`config.mk`:
```
export PLATFORM = sky130hd
export DESIGN_NAME = dscb_log_cell
export DESIGN_NICKNAME = d
export VERILOG_FILES = /design/src/rtl/dscb_pkg.sv /design/src/rtl/dscb_log_cell.sv
export SDC_FILE = /design/constraint.sdc
export NUM_CORES = 2
export LEC_CHECK = 0
export CORE_MARGIN = 10
export CORE_UTILIZATION = 65
export DETAILED_ROUTE_END_ITERATION = 6
export DONT_BUFFER_PORTS = 1
export PLACE_DENSITY = 0.77
export SETUP_SLACK_MARGIN = 0.15
export SLEW_MARGIN = 30
export SYNTH_ARGS = -nofsm -noshare
export SYNTH_HDL_FRONTEND = slang
export SYNTH_SLANG_ARGS = --single-unit
```
`constraint.sdc`:
```
create_clock -name clk -period 20.6 [get_ports clk]
set_input_delay 1.03 -clock clk [delete_from_list [all_inputs] [get_ports clk]]
set_output_delay 1.03 -clock clk [all_outputs]
set_load 0.1 [all_outputs]
```
`src/rtl/dscb_pkg.sv`:
```
package dscb_pkg;

	localparam int EXP_ITER = 20;
	localparam int DIV_BITS = 49;
	localparam int REM_W = 31;
	localparam int IDX_W = 6;
	localparam int LATENCY = 1 + DIV_BITS + 3 + 2 + EXP_ITER + 5 + 7 + 3 * EXP_ITER + 3;

	localparam logic [31:0] LN2_Q32 = 32'd2977044472;
	localparam logic [62:0] E_CAP = 63'h4000_0000_0000_0000;
	localparam logic [38:0] D_CAP = 39'h7F_FFFF_FFFF;
	localparam logic [36:0] K_LIMIT = 37'd98242467576;
	localparam logic [32:0] ONE_Q32 = 33'h1_0000_0000;

	localparam logic [1:0] REGION_CORE = 2'd0;
	localparam logic [1:0] REGION_LOW = 2'd1;
	localparam logic [1:0] REGION_HIGH = 2'd2;

	localparam logic [2:0] REG_ALPHA_LOW = 3'd0;
	localparam logic [2:0] REG_ALPHA_HIGH = 3'd1;
	localparam logic [2:0] REG_POWER_LOW = 3'd2;
	localparam logic [2:0] REG_POWER_HIGH = 3'd3;
	localparam logic [2:0] REG_PEAK_MEAN = 3'd4;
	localparam logic [2:0] REG_PEAK_WIDTH = 3'd5;
	localparam logic [2:0] REG_NORM_SCALE = 3'd6;

	typedef struct packed {
		logic [DIV_BITS-1:0] num;
		logic [DIV_BITS-1:0] quo;
		logic [REM_W-1:0] rem;
		logic neg;
	} div_t;

	typedef struct packed {
		logic [1:0] region;
		logic [23:0] n;
		logic [46:0] aa_half;
		logic [62:0] e_core;
		logic [5:0] p_num;
		logic [5:0] p_den;
	} side_t;

	typedef struct packed {
		logic [1:0] region;
		logic zero;
		logic [5:0] k;
	} exps_t;

	function automatic logic [31:0] recip_q32(input logic [IDX_W-1:0] i);
		logic [31:0] r;
		case (i)
			6'd1: r = 32'd4294967295;
			6'd2: r = 32'd2147483648;
			6'd3: r = 32'd1431655765;
			6'd4: r = 32'd1073741824;
			6'd5: r = 32'd858993459;
			6'd6: r = 32'd715827882;
			6'd7: r = 32'd613566756;
			6'd8: r = 32'd536870912;
			6'd9: r = 32'd477218588;
			6'd10: r = 32'd429496729;
			6'd11: r = 32'd390451572;
			6'd12: r = 32'd357913941;
			6'd13: r = 32'd330382099;
			6'd14: r = 32'd306783378;
			6'd15: r = 32'd286331153;
			6'd16: r = 32'd268435456;
			6'd17: r = 32'd252645135;
			6'd18: r = 32'd238609294;
			6'd19: r = 32'd226050910;
			6'd20: r = 32'd214748364;
			6'd21: r = 32'd204522252;
			6'd22: r = 32'd195225786;
			6'd23: r = 32'd186737708;
			6'd24: r = 32'd178956970;
			6'd25: r = 32'd171798691;
			6'd26: r = 32'd165191049;
			6'd27: r = 32'd159072862;
			6'd28: r = 32'd153391689;
			6'd29: r = 32'd148102320;
			6'd30: r = 32'd143165576;
			6'd31: r = 32'd138547332;
			6'd32: r = 32'd134217728;
			6'd33: r = 32'd130150524;
			6'd34: r = 32'd126322567;
			6'd35: r = 32'd122713351;
			6'd36: r = 32'd119304647;
			6'd37: r = 32'd116080197;
			6'd38: r = 32'd113025455;
			6'd39: r = 32'd110127366;
			6'd40: r = 32'd107374182;
			default: r = 32'd0;
		endcase
		return r;
	endfunction

endpackage

```
`src/rtl/dscb_log_cell.sv`:
```
module dscb_log_cell import dscb_pkg::*; (
	input logic clk,
	input logic en,
	input logic [31:0] m_in,
	input logic [EXP_ITER-1:0] frac_in,
	output logic [31:0] m_out,
	output logic [EXP_ITER-1:0] frac_out
);

	logic [63:0] sq;
	logic [32:0] sq_sh;
	logic [31:0] m_q;
	logic [EXP_ITER-1:0] frac_q;

	always_comb begin
		sq = 64'(m_in) * 64'(m_in);
		sq_sh = sq[63:31];
	end

	always_ff @(posedge clk) begin
		if (en) begin
			m_q <= sq_sh[32] ? sq_sh[32:1] : sq_sh[31:0];
			frac_q <= {frac_in[EXP_ITER-2:0], sq_sh[32]};
		end
	end

	assign m_out = m_q;
	assign frac_out = frac_q;

endmodule

```
# Word level (Yosys, flattened, before mapping)
# Cells that the tools add are included.
op_classes:
  n_mul: 1
  muxes: 1
ops:
  columns: ["operator", "count"]
  rows:
  - ["32-bit by 32-bit multiplier with 64-bit output", 1]
  - ["31-bit two-way mux", 1]
word_totals:
  inputBits: 54
  ff_bits: 52

# Depth between registers and ports, before layout
depth:
  word_depth: 2
  ltp_mapped: 30
  mapped_depth_nobuf: 26

# Worst setup path before layout
# OpenSTA, ideal clock, no wires.
synth_path:
  path_kind: "input port to flip-flop"
  startpoint: "input m_in[23]"
  endpoint: "register m_q[10], in the netlist m_out[10] (data pin)"
  path_stages: 26
  setup_ns: 0.260
  arrival_ns: 8.381
  t_required_ns: 20.340
  slack_ns: 11.958
  path_cell_list: "clkbuf_1 -> clkbuf_1 -> nand2_1 -> fa_1 -> inv_1 -> fa_1 -> fa_1 -> inv_1 -> fa_1 -> inv_1 -> fa_1 -> fa_1 -> fa_1 -> fa_1 -> ha_1 -> and3_1 -> and4_1 -> o211ai_1 -> a311oi_1 -> o21ai_1 -> o211a_1 -> o21a_4 -> or3_1 -> buf_6 -> buf_12 -> mux2_4"
synth_via:
  elab_chain_len: 2
synth_rtl:
  columns: ["item", "line", "text"]
  rows:
  - ["start, declared", "dscb_log_cell.sv:4", "input logic [31:0] m_in,"]
  - ["32-bit by 32-bit multiplier with 64-bit output", "dscb_log_cell.sv:16", "sq = 64'(m_in) * 64'(m_in);"]
  - ["31-bit two-way mux", "dscb_log_cell.sv:22", "m_q <= sq_sh[32] ? sq_sh[32:1] : sq_sh[31:0];"]
  - ["end signal, assigned", "dscb_log_cell.sv:22", null]
  - ["end, declared", "dscb_log_cell.sv:12", "logic [31:0] m_q;"]
# No other way between the ends.
# A chain may end at the register's enable or synchronous reset.

# Worst setup path in the final report
layout_path:
  startpoint: "input m_in[16]"
  endpoint: "register m_q[0], in the netlist m_out[0] (data pin)"
# The elaborated chain is that of the path after synthesis.

==> flow_metrics.env <==
export IMPL_outcome="finished clean"
export IMPL_gr_usage_met3_pct=3.32
export IMPL_cp_max_fo=32
export IMPL_via_per_inst=5.67
export IMPL_core_area_mm2=0.0477
export IMPL_drt_wl_total_um=77200
export IMPL_cts_sinks=52
export IMPL_clock_root_buffer="clkbuf_16"
export IMPL_fin_nets=4309
export IMPL_die_w_um=240
export IMPL_busiest_layer="met2"
export IMPL_worstMarginPinSlew_ns=0.958
export IMPL_numPortBuffers=0
export IMPL_relSlewSlack_pct=36.2
export IMPL_route_detailed_drc=0
export IMPL_timing_final_crit_share_pct=46.9
export IMPL_timing_fmax_mhz=103
export IMPL_num_rows=80
export IMPL_syn_to_final_growth_pct=1.38
export IMPL_finalCriticalPeriod_ns=9.66
export IMPL_slew_violations=0
export IMPL_grt_pass1_vias=24300
export IMPL_syn_nets=4425
export IMPL_finalHoldViolCount=0
export IMPL_drive_above_1_share_pct=1.58
export IMPL_finalSetupTns_ns=0
export IMPL_max_cap_violations=0
export IMPL_synthesis_instances=3280
export IMPL_place_gp_congestion=0.933
export IMPL_overflow=0
export IMPL_routedWlPerCell_um=20.4
export IMPL_yosysMostFrequentCell="inv_1"
export IMPL_die_h_um=240
export IMPL_synth_seq_area_share_pct=4.97
export IMPL_dr_first_iter_drc_count=1347
export IMPL_synth_top_cell_by_area="fa_1"
export IMPL_grt_max_degree=53
export IMPL_ys_async_sr_fraction_pct=0
export IMPL_syn_area_mm2=0.0314
export IMPL_cts_buffer_depth=2
export IMPL_arrival_ns=9.71
export IMPL_antenna_found_initial=0
export IMPL_setup_worst_path_start_class="primary input"
export IMPL_synth_common_cells="986 x inv_1, 791 x fa_1, 300 x ha_1"
export IMPL_grtUsageMet2_pct=49.8
export IMPL_synth_seq_cells=52
export IMPL_synth_cell_type_count=67
export IMPL_postCtsSetupBuffers=0
export IMPL_fillers=3761
export IMPL_cts_buffers_inserted=5
export IMPL_initial_core_util_pct=65.8
export IMPL_ys_flop_type="edfxtp_1"
export IMPL_hold_buffers=0
export IMPL_dp_hpwl_um=62600
export IMPL_syn_area_per_cell_um2=9.57
export IMPL_grt_pass1_wl_um=127000
export IMPL_clk_pin_slew_worst_paths_ns=0.07
export IMPL_synth_edf_count=52
export IMPL_grt_use_met1_pct=34.1
export IMPL_cts_tree="yes"
export IMPL_crit_type="in2reg"
export IMPL_antenna_left=0
export IMPL_hold_path_class="in2reg"
export IMPL_io_pins=106
export IMPL_cts_resized=0
export IMPL_drtPass1Iterations=5
export IMPL_yosys_warnings=0
export IMPL_die_area_mm2=0.0575
export IMPL_htree_levels=2
export IMPL_end_kind="flop"
export IMPL_cp_required_ns=20.65
export IMPL_ys_top_cells_by_area="fa_1 50%, ha_1 12%, inv_1 12%"
export IMPL_track_usage_pct=28.3
export IMPL_route_vias_total=21400
export IMPL_synth_top_area_share_pct=50.4
export IMPL_grt_setup_unrepaired="false"
export IMPL_setup_viol=0
[sequential cells by signal (all words and copies together), names as in the netlist]
register,cells
frac_out,20
m_out,32
[cell type report]
class	instances	area [µm²]	area share (%)
antenna	1	2.50	0.00786
clock buffer	5	125	0.393
tap	615	769	2.42
sequential	52	1560	4.91
inverter	987	3700	11.6
timing repair buffer	1	7.51	0.0236
clock inverter	3	46.3	0.145
multi-input combinational	2117	25600	80.5
[routing by layer]
metal | routed length, µm | up-vias | share of wire [%]
li1 | - | 9375 | -
met1 | 28500 | 11100 | 37
met2 | 39900 | 761 | 52
met3 | 4590 | 221 | 5.9
met4 | 4220 | 0 | 5.5
met5 | 0 | - | 0
[cells by family (layout without fill, tap and decap cells)]
| logic type | after synthesis | count (layout) | synth area share, % |
|---|---|---|---|
| other | 0 | 1 | 0 |
| flip-flops | 52 | 52 | 4.97 |
| XOR/XNOR | 75 | 75 | 2.09 |
| buffers and inverters | 1111 | 996 | 13.4 |
| AO/OA/AOI/OAI | 238 | 238 | 5.12 |
| adder cells (fa/ha/maj) | 1091 | 1091 | 62.4 |
| AND/OR/NAND/NOR | 683 | 683 | 10.8 |
| multiplexers | 30 | 30 | 1.21 |
[cells in the final DEF (no fill, tap or decap), drive strengths merged, types with 4 or more instances in the layout]
master	count
clkbuf	5
nand3	8
a221oi	5
a21oi	66
and2	236
nor4	5
o21ai	32
edfxtp	52
nor3	15
or3	4
nand2	294
xnor2	41
or2	6
a31o	11
and4	4
o21a	7
nor3b	4
nand4	19
a211oi	5
mux2	18
o21bai	17
and3	6
o31ai	7
inv	987
nor2	62
o211ai	11
nor2b	9
xor2	34
a21o	37
fa	791
mux2i	12
ha	300
a211o	4
nand2b	5
a31oi	9
[stage by stage]
step	setup WS, ns	cells	hold slack [ns]	area [µm²]	util [%]
finish	10.94	3781	0.827	31800	66.7
global route	10.65	3780	0.811	31800	66.7
CTS	11.01	3780	0.821	31800	66.7
detailed placement	10.75	3772	1.13	31700	66.3
global placement	10.81	3772	1.13	31700	66.3
floorplan	11.96	3280	1.13	31400	-
[worst paths after layout]
check | start | to | cells past startpoint
worst max-delay path | m_in[16] | m_out[0] | 24
worst min-delay path | frac_in[15] | frac_out[16] | 0
[critical path, stage by stage]
cell and delay (ns):
clkinv_1 0.39, nor2_1 0.42, inv_1 0.10, fa_1 0.51
inv_1 0.06, fa_1 0.49, inv_1 0.04, fa_1 0.40
fa_1 0.52, fa_1 0.55, inv_1 0.05, fa_1 0.45
fa_1 0.51, fa_1 0.46, ha_1 0.40, a21oi_1 0.12
o21ai_0 0.35, nand4_1 0.19, a311oi_1 0.28, o21ai_1 0.26
o211a_1 0.35, nor3_2 0.50, or3_2 0.82, mux2_2 0.41
Power is not shown: default switching activity piles up to over one toggle a cycle in this logic, so the estimate is an artifact.
