[src/rtl/dscb_pkg.sv]
package dscb_pkg;

	localparam int EXP_ITER = 20;
	localparam int DIV_BITS = 49;
	localparam int REM_W = 31;
	localparam int IDX_W = 6;
	localparam int LATENCY = 1 + DIV_BITS + 3 + 2 + EXP_ITER + 5 + 7 + 3 * EXP_ITER + 3;

	localparam logic [31:0] LN2_Q32 = 32'd2977044472;
	localparam logic [62:0] E_CAP = 63'h4000_0000_0000_0000;
	localparam logic [38:0] D_CAP = 39'h7F_FFFF_FFFF;
	localparam logic [36:0] K_LIMIT = 37'd98242467576;
	localparam logic [32:0] ONE_Q32 = 33'h1_0000_0000;

	localparam logic [1:0] REGION_CORE = 2'd0;
	localparam logic [1:0] REGION_LOW = 2'd1;
	localparam logic [1:0] REGION_HIGH = 2'd2;

	localparam logic [2:0] REG_ALPHA_LOW = 3'd0;
	localparam logic [2:0] REG_ALPHA_HIGH = 3'd1;
	localparam logic [2:0] REG_POWER_LOW = 3'd2;
	localparam logic [2:0] REG_POWER_HIGH = 3'd3;
	localparam logic [2:0] REG_PEAK_MEAN = 3'd4;
	localparam logic [2:0] REG_PEAK_WIDTH = 3'd5;
	localparam logic [2:0] REG_NORM_SCALE = 3'd6;

	typedef struct packed {
		logic [DIV_BITS-1:0] num;
		logic [DIV_BITS-1:0] quo;
		logic [REM_W-1:0] rem;
		logic neg;
	} div_t;

	typedef struct packed {
		logic [1:0] region;
		logic [23:0] n;
		logic [46:0] aa_half;
		logic [62:0] e_core;
		logic [5:0] p_num;
		logic [5:0] p_den;
	} side_t;

	typedef struct packed {
		logic [1:0] region;
		logic zero;
		logic [5:0] k;
	} exps_t;

	function automatic logic [31:0] recip_q32(input logic [IDX_W-1:0] i);
		logic [31:0] r;
		case (i)
			6'd1: r = 32'd4294967295;
			6'd2: r = 32'd2147483648;
			6'd3: r = 32'd1431655765;
			6'd4: r = 32'd1073741824;
			6'd5: r = 32'd858993459;
			6'd6: r = 32'd715827882;
			6'd7: r = 32'd613566756;
			6'd8: r = 32'd536870912;
			6'd9: r = 32'd477218588;
			6'd10: r = 32'd429496729;
			6'd11: r = 32'd390451572;
			6'd12: r = 32'd357913941;
			6'd13: r = 32'd330382099;
			6'd14: r = 32'd306783378;
			6'd15: r = 32'd286331153;
			6'd16: r = 32'd268435456;
			6'd17: r = 32'd252645135;
			6'd18: r = 32'd238609294;
			6'd19: r = 32'd226050910;
			6'd20: r = 32'd214748364;
			6'd21: r = 32'd204522252;
			6'd22: r = 32'd195225786;
			6'd23: r = 32'd186737708;
			6'd24: r = 32'd178956970;
			6'd25: r = 32'd171798691;
			6'd26: r = 32'd165191049;
			6'd27: r = 32'd159072862;
			6'd28: r = 32'd153391689;
			6'd29: r = 32'd148102320;
			6'd30: r = 32'd143165576;
			6'd31: r = 32'd138547332;
			6'd32: r = 32'd134217728;
			6'd33: r = 32'd130150524;
			6'd34: r = 32'd126322567;
			6'd35: r = 32'd122713351;
			6'd36: r = 32'd119304647;
			6'd37: r = 32'd116080197;
			6'd38: r = 32'd113025455;
			6'd39: r = 32'd110127366;
			6'd40: r = 32'd107374182;
			default: r = 32'd0;
		endcase
		return r;
	endfunction

endpackage

[src/rtl/dscb_div_cell.sv]
module dscb_div_cell import dscb_pkg::*; (
	input logic clk,
	input logic en,
	input logic [REM_W-1:0] divisor,
	input div_t d_in,
	output div_t d_out
);

	div_t d_q;
	logic [REM_W:0] trial;
	logic [REM_W:0] diff;
	logic ge;

	always_comb begin
		trial = {d_in.rem, d_in.num[DIV_BITS-1]};
		diff = trial - {1'b0, divisor};
		ge = trial >= {1'b0, divisor};
	end

	always_ff @(posedge clk) begin
		if (en) begin
			d_q.num <= {d_in.num[DIV_BITS-2:0], 1'b0};
			d_q.quo <= {d_in.quo[DIV_BITS-2:0], ge};
			d_q.rem <= ge ? diff[REM_W-1:0] : trial[REM_W-1:0];
			d_q.neg <= d_in.neg;
		end
	end

	assign d_out = d_q;

endmodule

[config.mk]
export PLATFORM = sky130hd
export DESIGN_NAME = dscb_div_cell
export DESIGN_NICKNAME = d
export VERILOG_FILES = /design/src/rtl/dscb_pkg.sv /design/src/rtl/dscb_div_cell.sv
export SDC_FILE = /design/constraint.sdc
export NUM_CORES = 1
export LEC_CHECK = 0
export BUFFER_PORTS_ARGS = -buffer_cell sky130_fd_sc_hd__buf_2
export CAP_MARGIN = 20
export CORE_ASPECT_RATIO = 1.25
export CORE_MARGIN = 1.5
export CORE_UTILIZATION = 46
export DETAILED_ROUTE_END_ITERATION = 8
export PLACE_DENSITY_LB_ADDON = 0.08
export SKIP_LAST_GASP = 1
export SLEW_MARGIN = 30
export SYNTH_ARGS = -nofsm -noshare
export SYNTH_HDL_FRONTEND = slang
export SYNTH_SLANG_ARGS = --single-unit
[constraint.sdc]
create_clock -name clk -period 3.4 [get_ports clk]
set_input_delay 0.51 -clock clk [delete_from_list [all_inputs] [get_ports clk]]
set_output_delay 0.51 -clock clk [all_outputs]
set_load 0.03 [all_outputs]
# After elaboration in Yosys (flattened, before gate mapping)
# Index checks and enable logic that the tools add are counted.
# word_totals
latchBits	0
output_inout_bits	130
romBits	0
n_memories	0
ramBits	0
register_bits	129
# classes
mux	1
n_shift	0
multipliers	0
div	0
add_sub_neg	1
bitwise	0
n_reduce_logical	0
n_eq_ne	0
magnitude_cmp	1
# op_table
op	count
$ge A32 B31 Y1	1
$mux W31	1
$sub A31 B31 Y31	1

# Depth between registers and ports, before layout
# Gate-level depths: netlist (run 1).
# logic_depth
word_depth	2
depth_mapped	13
depth_no_buf	12

# Worst setup path before layout (run 1)
# OpenSTA, ideal clock, no wires.
# synth_path
path_type	input port to flip-flop
startpoint	input d_in[129] (netlist name)
endpoint	register d_q (netlist bit d_out[23]), data pin
setup_slack_ps	641
t_arrival_ps	2498
setup_time_ps	262
n_path_buf	0
t_required_ps	3138
stages	11
path_cell_list	inv_1 -> ha_1 -> fa_1 -> nor2b_1 -> o31a_1 -> o21bai_4 -> a21oi_4 -> a31oi_2 -> o311ai_0 -> and4_1 -> nor3_2
# synth_between
elab_chain_cells	2
elab_cells_between_ends	3
cone_classes	add/sub: 1; order compare: 1; mux: 1
# synth_rtl
item	line_no	source
start, declared	dscb_div_cell.sv:5	input div_t d_in,
$sub A31 B31 Y31 / $ge A32 B31 Y1 (equally long branches)	dscb_div_cell.sv:16, dscb_div_cell.sv:17	
$mux W31 (*)	dscb_div_cell.sv:24	d_q.rem <= ge ? diff[REM_W-1:0] : trial[REM_W-1:0];
end, declared	dscb_div_cell.sv:9	div_t d_q;
# Mark *: on every way between the ends. The rest lies on a longest branch, timed or not.
# A chain may end at the register's enable or synchronous reset.

# Worst setup path after layout (run 1)
# Ends and elaborated chain as after synthesis.

==> key figures, run 1 <==
Timing
  – RSZ-0062 raised after global routing: false
  – Period Utilization, post-route: 0.860
  – Setup ws final: 475 ps
  – Fmax: 342 MHz
  – Hold Vio Cnt, Final: 0
  – Measured slew at the worst slew-check pin: 752 ps
  – # setup viols final: 0
  – TNS Setup: 0 ps
  – Worst rel slew slack: 0.499
  – Period minus WS final: 2930 ps
  – Final Max Tran Viols: 0

Clocking
  – Postcts setup bufs: 0
  – Num CTS Buffers: 17
  – Clock transition at the registers of the reported paths: 60 ps
  – H-tree levels: 4
  – Post-CTS Hold Fix Bufs: 0
  – CTS Sinks: 129
  – CTS tree: built
  – Clk root buf: clkbuf_16
  – Post-cts sizing count: 0
  – Clock buffer depth: 2

Global routing
  – First-pass GRT wire length: 24.1 mm
  – Largest net degree at the start of global routing: 61
  – Total gr overflow: 0
  – GRT Resource Usage Total: 0.238
  – Antenna violations before repair: 0
  – Number of global-route vias before repair: 4520

Min path
  – Worst hold path class: input port to flop
  – Worst hold start: d_in[63]

Yosys
  – Ys async rst share: 0
  – Area leader, netlist: edfxtp_1
  – Syn Inst Count: 454
  – Syn Area/Cell: 13.1 sq um
  – Syn nets: 649
  – Post-synth top area share: 0.649
  – Post-synthesis register bit count: 129
  – Mapped Area: 5960 sq um
  – Leading post-synthesis cells by cell area: edfxtp_1 (65%), ha_1 (6.5%), a21oi_1 (2.7%)
  – Distinct cells, synth: 57
  – Ys flop type: edfxtp_1
  – Post-synthesis sequential area ratio: 0.649
  – Synth warnings: 0
  – EDFF count, synth: 129

Floorplanning
  – # rows: 46
  – Die W: 105 um
  – Core region area: 12700 sq um
  – Die area: 13700 sq um
  – Ports: 293
  – Initial Util: 0.471
  – Die height: 130 um

Place
  – Port Buf Inserts: 290
  – Post-DP HPWL: 12.8 mm
  – Final GP Congestion: 0.947
  – Place WS: 153 ps

Detailed routing
  – Initial detailed-routing violation count: 174
  – DRC: 0
  – Final wirelength: 16.4 mm
  – Avg Vias per Cell: 4.95
  – Drt pass-1 iters: 4
  – Routed length per instance: 17.3 um
  – DR vias: 4678
  – Routed Antenna Nets: 0

Status
  – Status: finished clean

Job
  – Maxcap violations: 0

Pwr
  – Design Power: 4.98 mW
  – Pleak: 3.75 nW
  – Power density over the cells: 603 nW/um^2
  – Worst vdd ir: 0.291 mV

Setup path
  – CP Data Arrival Time: 3090 ps
  – Worst Setup SP: d_in[129]
  – CP max FO: 3
  – WP data required: 3560 ps
  – Worst setup EP type: flop
  – Setup CP Type: input port to flop
  – CP Launch Type: input port

Layout
  – Antenna cells: 0
  – Max reg flops: 129
  – Layout cells sized above 1: 0.454
  – Area growth syn-to-layout: 38.4%
  – FILL cells: 1036
  – Layout net count: 960
## area by class of cell
| cell class | count | area (sq um) | area share |
|---|---|---|---|
| repair buffers | 301 | 1540 | 0.186 |
| clock inverters | 14 | 178 | 0.0215 |
| well taps | 168 | 210 | 0.0255 |
| multi-input cells | 275 | 1880 | 0.227 |
| clock buffers | 17 | 425 | 0.0515 |
| inverters | 41 | 154 | 0.0186 |
| flip-flops and latches | 129 | 3870 | 0.469 |
## cells in the mapped netlist (all sizes together), types with 2 or more instances
master  instances
edfxtp        129
a21oi          42
inv            41
nor2           36
nand2          34
ha             31
o21ai          28
xor2           14
a21o            9
xnor2           9
buf             8
nor3            6
a211oi          5
nand3           5
nand4           5
o21a            5
o31ai           5
a31oi           4
and3            4
o21bai          4
o311ai          3
nor2b           2
nor4            2
o211ai          2
or2             2
or3             2
or4             2
## critical path, cell delays in order
cell and delay (ps):
buf_2 90, inv_1 40, ha_1 200, fa_1 410
nor2b_1 190, o31a_1 240, o21bai_4 90, a21oi_4 180
a31oi_2 170, o311ai_0 620, and4_1 300, nor3_2 50
## power by group
part	internal [mW]	switching, mW
sequential	1.95	0.0376
combinational	0.372	0.755
clock	1.16	0.700
## cells in the final DEF (no fill, tap or decap), types with 6 or more instances in the layout
cell	instances
a21oi_1	32
xor2_1	14
inv_6	6
inv_1	40
ha_1	31
o21ai_0	22
buf_2	289
nor2_1	36
a21o_1	8
edfxtp_1	129
nand2_1	34
clkbuf_16	17
xnor2_1	9
buf_4	12
a21oi_2	9
## layer usage
layer / vias up / wire [um] / GRT usage
li1: 2312 / - / -
met1: 2164 / 5900 / 0.252
met2: 186 / 8840 / 0.434
met3: 16 / 1380 / 0.0874
met4: 0 / 242 / 0.0862
met5: - / 0 / 0
## worst paths after layout
path	cells past startpoint	end
worst max-delay path	12	d_out[23]
worst min-delay path	1	d_out[64]
## metrics by stage
stage               utilization  instance area (sq um)  instances  hold WS (ps)
global placement          0.604                   7650        914           687
CTS                       0.652                   8260        945           257
floorplan                     -                   5960        454           609
global route              0.652                   8260        945           249
finish                    0.652                   8260        945           272
detailed placement        0.604                   7650        914           688
## cell families (layout without fill, tap and decap cells)
logic type	count (synthesis)	count (layout)	share of synthesized area
XOR/XNOR	23	23	0.0338
flip-flops	129	129	0.649
other	1	1	0.000629
AND/OR/NAND/NOR	104	104	0.0812
adder cells (fa/ha/maj)	32	32	0.0684
AO/OA/AOI/OAI	115	115	0.131
buffers and inverters	50	373	0.0357
Power figures use the tool's default switching activity.
==> inputs of run 2 (changes only) <==
--- a/config.mk
+++ b/config.mk
@@ -5,11 +5,12 @@
 export SDC_FILE = /design/constraint.sdc
 export NUM_CORES = 1
 export LEC_CHECK = 0
+export ABC_AREA = 1
 export BUFFER_PORTS_ARGS = -buffer_cell sky130_fd_sc_hd__buf_2
 export CAP_MARGIN = 20
 export CORE_ASPECT_RATIO = 1.25
 export CORE_MARGIN = 1.5
-export CORE_UTILIZATION = 46
+export CORE_UTILIZATION = 48
 export DETAILED_ROUTE_END_ITERATION = 8
 export PLACE_DENSITY_LB_ADDON = 0.08
 export SKIP_LAST_GASP = 1
==> key figures, run 2 <==
Layout
  – Layout cells sized above 1: 0.314 (-0.140)
  – Layout net count: 1262 (+31%)
  – Commonest non-fill, non-tap cells in the layout: nand2_1 (292), buf_2 (289), inv_1 (152)
  – Area growth syn-to-layout: 33.9%
  – Final core utilization: 0.659 (+0.00681)
  – Max reg flops: 129 (unchanged)
  – Fin area: 9100 sq um (+10%)
  – Commonest non-fill, non-tap cell in the layout: nand2_1

Global routing
  – Largest net degree at the start of global routing: 46 (-25%)
  – Total gr overflow: 0 (unchanged)
  – Antenna violations before repair: 1 (+1)
  – Number of global-route vias before repair: 5693 (+26%)
  – First-pass GRT wire length: 28.8 mm (+20%)
  – GRT Resource Usage Total: 0.264 (+0.0265)

Clocking
  – H-tree levels: 4 (unchanged)
  – Postcts setup bufs: 0 (unchanged)
  – Post-cts sizing count: 0 (unchanged)
  – Num CTS Buffers: 17 (unchanged)
  – Clock buffer depth: 2 (unchanged)
  – CTS Sinks: 129 (unchanged)
  – Clk root buf: clkbuf_16
  – CTS tree: built
  – Clock transition at the registers of the reported paths: 60 ps (about the same)
  – Post-CTS Hold Fix Bufs: 0 (unchanged)

Setup path
  – CP Launch Type: input port
  – Worst setup EP type: flop
  – Buffer and inverter count on the worst path: 3 (+1)
  – CP Data Arrival Time: 2630 ps (-460 ps)
  – WP data required: 3670 ps (+110 ps)
  – Crit path largest cell delay: 360 ps (-260 ps)
  – Most common cell on crit path: nand2_1
  – Worst-path cell chain: buf_2 > ha_1 > fa_1 > inv_1 > nand2_1 > nand2_1 > nand3_1 > nand2_2 > nand2_1 > nand3_1 > nand2_1 > nand2_4 > buf_4 > nand3_1 > nand2_1
  – Setup CP Type: input port to flop
  – Crit-path slowest cell: fa_1
  – Family with the most delay on the worst path: simple AND/OR/NAND/NOR gates
  – CP max FO: 23 (+20)

Pwr
  – Sequential power share: 0.390 (-0.009)
  – Sw Ratio: 0.304 (+0.00426)
  – Design Power: 5.05 mW (+1.4%)
  – Worst vdd ir: 0.346 mV (+19%)
  – Power density over the cells: 555 nW/um^2 (-8.0%)
  – P_sw: 1.54 mW (+2.9%)
  – Comb pwr share: 0.221 (-0.006)
  – Clock power share: 0.389 (+0.015)
  – Pleak: 4.83 nW (+29%)
  – Pint: 3.51 mW (+0.80%)

Floorplanning
  – Die area: 14900 sq um (+9.0%)
  – Core region area: 13800 sq um (+9.1%)
  – Initial Util: 0.492 (+0.0210)
  – Die W: 109 um (+4.4%)
  – Ports: 293 (unchanged)
  – Die height: 136 um (+4.4%)
  – # rows: 48 (+4.3%)

Yosys
  – Ys flop type: edfxtp_1
  – Ys async rst share: 0 (unchanged)
  – Leading post-synthesis cells by cell area: edfxtp_1 (57%), nand2_1 (16%), inv_1 (8.4%)
  – Post-synth top area share: 0.570 (-0.0795)
  – EDFF count, synth: 129 (unchanged)
  – Post-synthesis sequential area ratio: 0.570 (-0.0795)
  – Syn Inst Count: 760 (+67%)
  – Mapped Area: 6800 sq um (+14%)
  – Distinct cells, synth: 29 (-49%)
  – Top-count cell post-synth: nand2_1
  – Post-synthesis register bit count: 129 (unchanged)
  – Synth warnings: 0 (unchanged)
  – Syn Area/Cell: 8.94 sq um (-32%)
  – Syn nets: 955 (+47%)
  – Area leader, netlist: edfxtp_1
  – Post-synth top cells: nand2_1 (292), inv_1 (152), edfxtp_1 (129)

Timing
  – Final Max Tran Viols: 0 (unchanged)
  – Hold Vio Cnt, Final: 0 (unchanged)
  – # setup viols final: 0 (unchanged)
  – Measured slew at the worst slew-check pin: 561 ps (-191 ps)
  – Period Utilization, post-route: 0.693 (-0.168)
  – RSZ-0062 raised after global routing: false
  – Period minus WS final: 2360 ps (-570 ps)
  – Worst rel slew slack: 0.625 (+0.127)
  – Fmax: 425 MHz (+24%)
  – TNS Setup: 0 ps (unchanged)

Place
  – Final GP Congestion: 0.994 (+5.0%)
  – Cell Area, Placed: 8470 sq um (+11%)
  – Port Buf Inserts: 290 (unchanged)
  – Post-DP HPWL: 15.7 mm (+23%)

Detailed routing
  – DRC: 0 (unchanged)
  – Avg Vias per Cell: 4.70 (-5.1%)
  – Drt pass-1 iters: 4 (unchanged)
  – DR vias: 5895 (+26%)
  – Routed length per instance: 15.7 um (-9.1%)
  – Final wirelength: 19.8 mm (+21%)
  – Routed Antenna Nets: 0 (unchanged)
  – Initial detailed-routing violation count: 309 (+78%)

Job
  – Maxcap violations: 0 (unchanged)

Status
  – Status: finished clean

Min path
  – Worst hold path class: input port to flop
==> run 2: final timing paths <==
check | depth (start not counted) | startpoint | slack [ps] | endpoint
setup / recovery | 15 | divisor[0] | 1040 | d_out[23]
hold / removal | 1 | d_in[89] | 270 | d_out[90]
==> run 2: metal layers <==
layer	share of wire	global-route usage	up-vias
met5	0	0	-
met4	0.037	0.128	0
met3	0.070	0.0575	36
met2	0.51	0.462	210
met1	0.39	0.302	2642
li1	-	-	3007
==> run 2: logic make-up (layout without fill, tap and decap cells) <==
family / Yosys count / count (layout) / share of synthesized area
simple gates: 399 / 399 / 0.240
fa+ha+maj: 32 / 32 / 0.0600
flops: 129 / 129 / 0.570
compound gates: 23 / 23 / 0.0186
buf+inv: 162 / 481 / 0.0930
xor+xnor: 14 / 14 / 0.0180
other cells: 1 / 2 / 0.000552
==> run 2: final cells by class <==
class	instances	area, sq um
multi-input cells	469	2290
repair buffers	295	1500
fillers	1219	4710
diodes	1	2.50
clock buffers	17	425
well taps	175	219
inverters	155	582
flip-flops and latches	129	3870
clock inverters	14	203
==> run 2: power by group through the flow <==
stage                     sequential [mW]  clock [mW]  combinational (mW)
after CTS                            1.97        1.99                1.12
after detailed placement             2.00           0                1.11
after global placement               2.00           0                1.10
final                                1.97        1.97                1.11
after floorplan                      2.33           0               0.401
after global routing                 1.98        2.05                1.22
==> run 2: through the flow <==
| stage | hold slack, ps | instances | worst slack, ps |
|---|---|---|---|
| floorplan | 609 | 760 | 1010 |
| global placement | 686 | 1223 | 647 |
| detailed placement | 688 | 1223 | 636 |
| CTS | 254 | 1254 | 1060 |
| global route | 252 | 1255 | 848 |
| finish | 267 | 1255 | 1040 |
